File: src/rtl/fls_pkg.sv
// Package with the shared constants, codes and request types of the free-list slot allocator.
package fls_pkg;

  // Pool geometry and element width.
  localparam int unsigned CAPACITY   = 256;
  localparam int unsigned DATA_WIDTH = 32;
  localparam int unsigned SLOT_W     = $clog2(CAPACITY);
  localparam int unsigned CNT_W      = $clog2(CAPACITY + 1);

  // Operation codes carried by an input item.
  typedef enum logic [1:0] {
    OP_ALLOC   = 2'd0,
    OP_RELEASE = 2'd1,
    OP_READ    = 2'd2
  } op_e;

  // Status codes carried by a result item.
  typedef enum logic [1:0] {
    ST_OK    = 2'd0,
    ST_EMPTY = 2'd1,
    ST_FULL  = 2'd2
  } status_e;

  // Access to the free-slot stack memory.
  typedef struct packed {
    logic              rd_en;
    logic [SLOT_W-1:0] rd_addr;
    logic              wr_en;
    logic [SLOT_W-1:0] wr_addr;
    logic [SLOT_W-1:0] wr_data;
  } stk_req_t;

  // Access to the element store memory.
  typedef struct packed {
    logic                  rd_en;
    logic [SLOT_W-1:0]     rd_addr;
    logic                  wr_en;
    logic [SLOT_W-1:0]     wr_addr;
    logic [DATA_WIDTH-1:0] wr_data;
  } sto_req_t;

endpackage

File: src/rtl/fls_stack.sv
// Free-slot stack memory with per-entry valid bits that stand in for the reset seed.
module fls_stack
  import fls_pkg::*;
(
  input  logic              clk_i,
  input  logic              rst_ni,
  input  stk_req_t          req_i,
  output logic [SLOT_W-1:0] rd_data_o
);

  logic [SLOT_W-1:0] mem [CAPACITY];
  logic [CAPACITY-1:0] vld_q;
  logic [SLOT_W-1:0] mem_rd_q;
  logic [SLOT_W-1:0] rd_addr_q;
  logic              rd_vld_q;

  // Memory array: one write port, one registered read port.
  always_ff @(posedge clk_i) begin
    if (req_i.wr_en) begin
      mem[req_i.wr_addr] <= req_i.wr_data;
    end
    if (req_i.rd_en) begin
      mem_rd_q  <= mem[req_i.rd_addr];
      rd_addr_q <= req_i.rd_addr;
    end
  end

  // An entry holds its seed value until it is first written.
  always_ff @(posedge clk_i or negedge rst_ni) begin
    if (!rst_ni) begin
      vld_q    <= '0;
      rd_vld_q <= 1'b0;
    end else begin
      if (req_i.wr_en) begin
        vld_q[req_i.wr_addr] <= 1'b1;
      end
      if (req_i.rd_en) begin
        rd_vld_q <= vld_q[req_i.rd_addr];
      end
    end
  end

  // The seed puts slot CAPACITY-1-i in entry i, so slot 0 pops first.
  assign rd_data_o = rd_vld_q ? mem_rd_q : (SLOT_W'(CAPACITY - 1) - rd_addr_q);

endmodule

File: config.mk
export PLATFORM = sky130hd
export DESIGN_NAME = fls_stack
export DESIGN_NICKNAME = d
export VERILOG_FILES = /design/src/rtl/fls_pkg.sv /design/src/rtl/fls_stack.sv
export SDC_FILE = /design/constraint.sdc
export NUM_CORES = 2
export LEC_CHECK = 0
export ABC_CLOCK_PERIOD_IN_PS = 2600
export BUFFER_PORTS_ARGS = -buffer_cell sky130_fd_sc_hd__clkbuf_2
export CAP_MARGIN = 20
export CORE_MARGIN = 1.5
export CORE_UTILIZATION = 46
export DETAILED_ROUTE_END_ITERATION = 6
export PLACE_DENSITY = 0.62
export SYNTH_ARGS = -nofsm -noshare
export SYNTH_HDL_FRONTEND = slang
export SYNTH_SLANG_ARGS = --single-unit
File: constraint.sdc
create_clock -name clk_i -period 2.6 [get_ports clk_i]
set_input_delay 0.52 -clock clk_i [delete_from_list [all_inputs] [get_ports clk_i]]
set_output_delay 0.52 -clock clk_i [all_outputs]
set_load 0.01 [all_outputs]
==> results.cfg <==
[synthesis]
synth_seq_area_share_pct = 76.9
yosys-top-cells-area = edfxtp_1 (70%), mux4_2 (14%), dfrtp_1 (7.2%), a22oi_1 (2.2%), or2_1 (1.2%)
ys_seq_elements = 2321
yosys_warnings = 0
postSynthCellCount = 4304
ys_types = 41
yosysMostFrequentCell = edfxtp_1
syn_nets = 4332
async_flop_share_pct = 11.1
syn_area_sq_mm = 0.0890
syn_avg_cell_area_sq_um = 20.7
synth_edf_count = 2064
synth_top_area_cell = edfxtp_1
yosysTopAreaCellShare_pct = 69.7
synth_ff_type = edfxtp_1
synthTopCellsByCount = edfxtp_1 (2064), mux4_2 (563), nor2_1 (267)

[sta]
setup_violations = 0
min_period_ps = 2600
slew_headroom_pct = 42.1
report.final.slew_viol_count = 0
final_hold_viol_count = 0
finalClockSkew_ps = 34.3
fmax_mhz = 385
finalCritPeriodShare_pct = 100
tightestPinTransition_ps = 846

[detailed_routing]
wl_met3_mm = 16.5
first_pass_iters = 6
routed_wl_mm = 232
wl_met1_mm = 96.3
ant_nets = 0
route.vias.total = 46500
top_layer = met4
drt_iter0_markers = 5459
drc = 0
met2_length_mm = 112
detail_route.wl_per_cell_um = 29.7
vias_per_cell = 5.96

[layout]
drive_gt1_share_pct = 35.4
nets = 5115
fin_util_pct = 55.2
fin_cells = 7815
syn2layout_area_growth_pct = 19.3
seqCellArea_sq_mm = 0.0684
multiInputGateArea_sq_mm = 0.0198
num-fill-cells = 14400

[setup_path]
max_stage_delay_ps = 530
end_kind = flip-flop
r2r_slack_ps = 20
crit_arrival_ps = 3200
required_ps = 3200
crit_type = in2reg
path_cells = buf_12 > buf_12 > buf_6 > buf_4 > mux4_2 > a22oi_1 > a21oi_2 > nor4_2 > buf_4 > o22ai_1 > or2_1
critPathMaxFanout = 14
cp-startpoint = req_i[17]
r2r-start = mem[115][5]
worst_setup_path_start_kind = input port
cpMaxStageDelayCell = mux4_2

[floorplanning]
initial_core_util_pct = 46.3
rows = 161
die_h_um = 443
die_area_sq_mm = 0.196
die_w_um = 443
coreArea_sq_mm = 0.192
io_pins = 36

[clock_network]
cts.sinks = 2321
clk_pin_slew_worst_paths_ps = 60
cts_buffers = 225
cts-root-buf = clkbuf_16
htreeDepth = 4
cts_tree = yes
clk_path_buf_depth = 3
clock_latency_ps = 870

[placed_design]
place.gp.congestion = 0.880
portBuffers = 35
hpwl_mm = 154
placed_cells = 7375

[job]
cap_violations = 0

[power_and_ir_drop]
peakVddDrop_uv = 588
power_density_mw_per_mm2 = 735
seqPwrFrac_pct = 52.9
p_sw_share_pct = 21.7
p_switching_mw = 16.9
combPwrFrac_pct = 6.2
power.leakage_nw = 36.4
intPower_mw = 61.1
clkPwrFrac_pct = 40.9

[grt]
antenna_found_initial = 6
grt_overflow_total = 0
grt_pass1_wl_mm = 338
grt_max_degree = 90
grt_util_all_layers_pct = 23.8
grt_pass1_vias = 47400

[hold_path]
worstHoldStart = req_i[0]
hold_path_class = in2reg

[outcome]
outcome = finished, final reports clean
## metrics by stage
step | hold WS (ps) | TNS (ps) | setup WS [ps] | total power, mW | instance area (sq um)
2_1_floorplan | 224 | -304 | -39.9 | 44.3 | 89800
3_3_place_gp | 439 | -9400 | -1250 | 46.7 | 98400
3_5_place_dp | 445 | -9100 | -1210 | 46.8 | 98400
4_1_cts | 79.4 | 0 | 1.55 | 78.5 | 106000
5_1_grt | 97.4 | -5.86 | -4.32 | 80.2 | 106000
6_report | 120 | 0 | 1.12 | 78.0 | 106000
## sequential cells by signal (all words and copies together), names as in the netlist
register   flops
mem         2048
vld_q        256
mem_rd_q       8
rd_addr_q      8
rd_vld_q       1
## worst max-delay path: cells and delay by family
family | cells | cell delay [ps]
AND/OR/NAND/NOR | 2 | 610
buffers and inverters | 5 | 940
multiplexers | 1 | 530
AO/OA/AOI/OAI | 3 | 550
## cell type report
type	count	area share, %
timing repair buffer	810	7.02
clock buffer	315	5.88
clock inverter	110	0.952
tap	2526	2.98
sequential	2321	64.4
antenna	4	0.00943
multi-input combinational	1724	18.7
inverter	5	0.0177
## routing by layer
metal / track usage (%) / up-vias
met5: 0 / -
met1: 34.0 / 24900
li1: - / 19300
met4: 7.12 / 0
met3: 3.71 / 355
met2: 38.2 / 1972
## worst paths after layout
check                      depth (start not counted)     endpoint
min in group asynchronous                          2   vld_q[214]
max                                               11  mem_rd_q[4]
max reg2reg                                        7  mem_rd_q[5]
min reg2reg                                        1   vld_q[201]
min                                                1   mem[41][0]
max in group asynchronous                          3    vld_q[83]
## what timing repair did
| item | 4_1_cts | 5_1_grt |
|---|---|---|
| gates resized for setup | 33 | 41 |
| setup endpoints to repair | 16 | 9 |
| buffers inserted | 0 | 10 |
| hold buffers | 1 | 0 |
| pin swaps | 5 | 13 |
| hold endpoints to repair | 63 | 0 |
## power groups by stage
stage               logic, mW  clock network, mW  registers [mW]
floorplan                2.35                  0            41.9
global route             5.13               33.8            41.3
CTS                      4.84               32.4            41.2
finish                   4.86               31.9            41.3
global placement         4.72                  0            42.0
detailed placement       4.78                  0            42.0
## cells by family after synthesis
logic type / synth area share, %
DFF: 76.9
AOI/OAI and AO/OA: 3.36
muxes: 14.6
and+or+nand+nor: 3.89
buffers and inverters: 1.23
## cells in the final DEF (no fill, tap or decap), types with 22 or more instances in the layout
cell | netlist | layout
a22oi_2 | 0 | 22
clkbuf_1 | 152 | 65
mux4_2 | 563 | 565
buf_4 | 4 | 666
a22oi_1 | 258 | 236
clkbuf_2 | 0 | 24
clkbuf_16 | 0 | 227
buf_12 | 1 | 102
clkinv_1 | 0 | 35
mux2i_1 | 27 | 27
dfrtp_1 | 257 | 256
nand2_1 | 41 | 38
or2_1 | 166 | 165
clkbuf_8 | 0 | 24
nor2_1 | 267 | 265
clkinv_2 | 0 | 41
nand3_1 | 31 | 31
or2_2 | 100 | 101
a21oi_1 | 134 | 120
edfxtp_1 | 2064 | 2064
(Power assumes the default switching activity.)
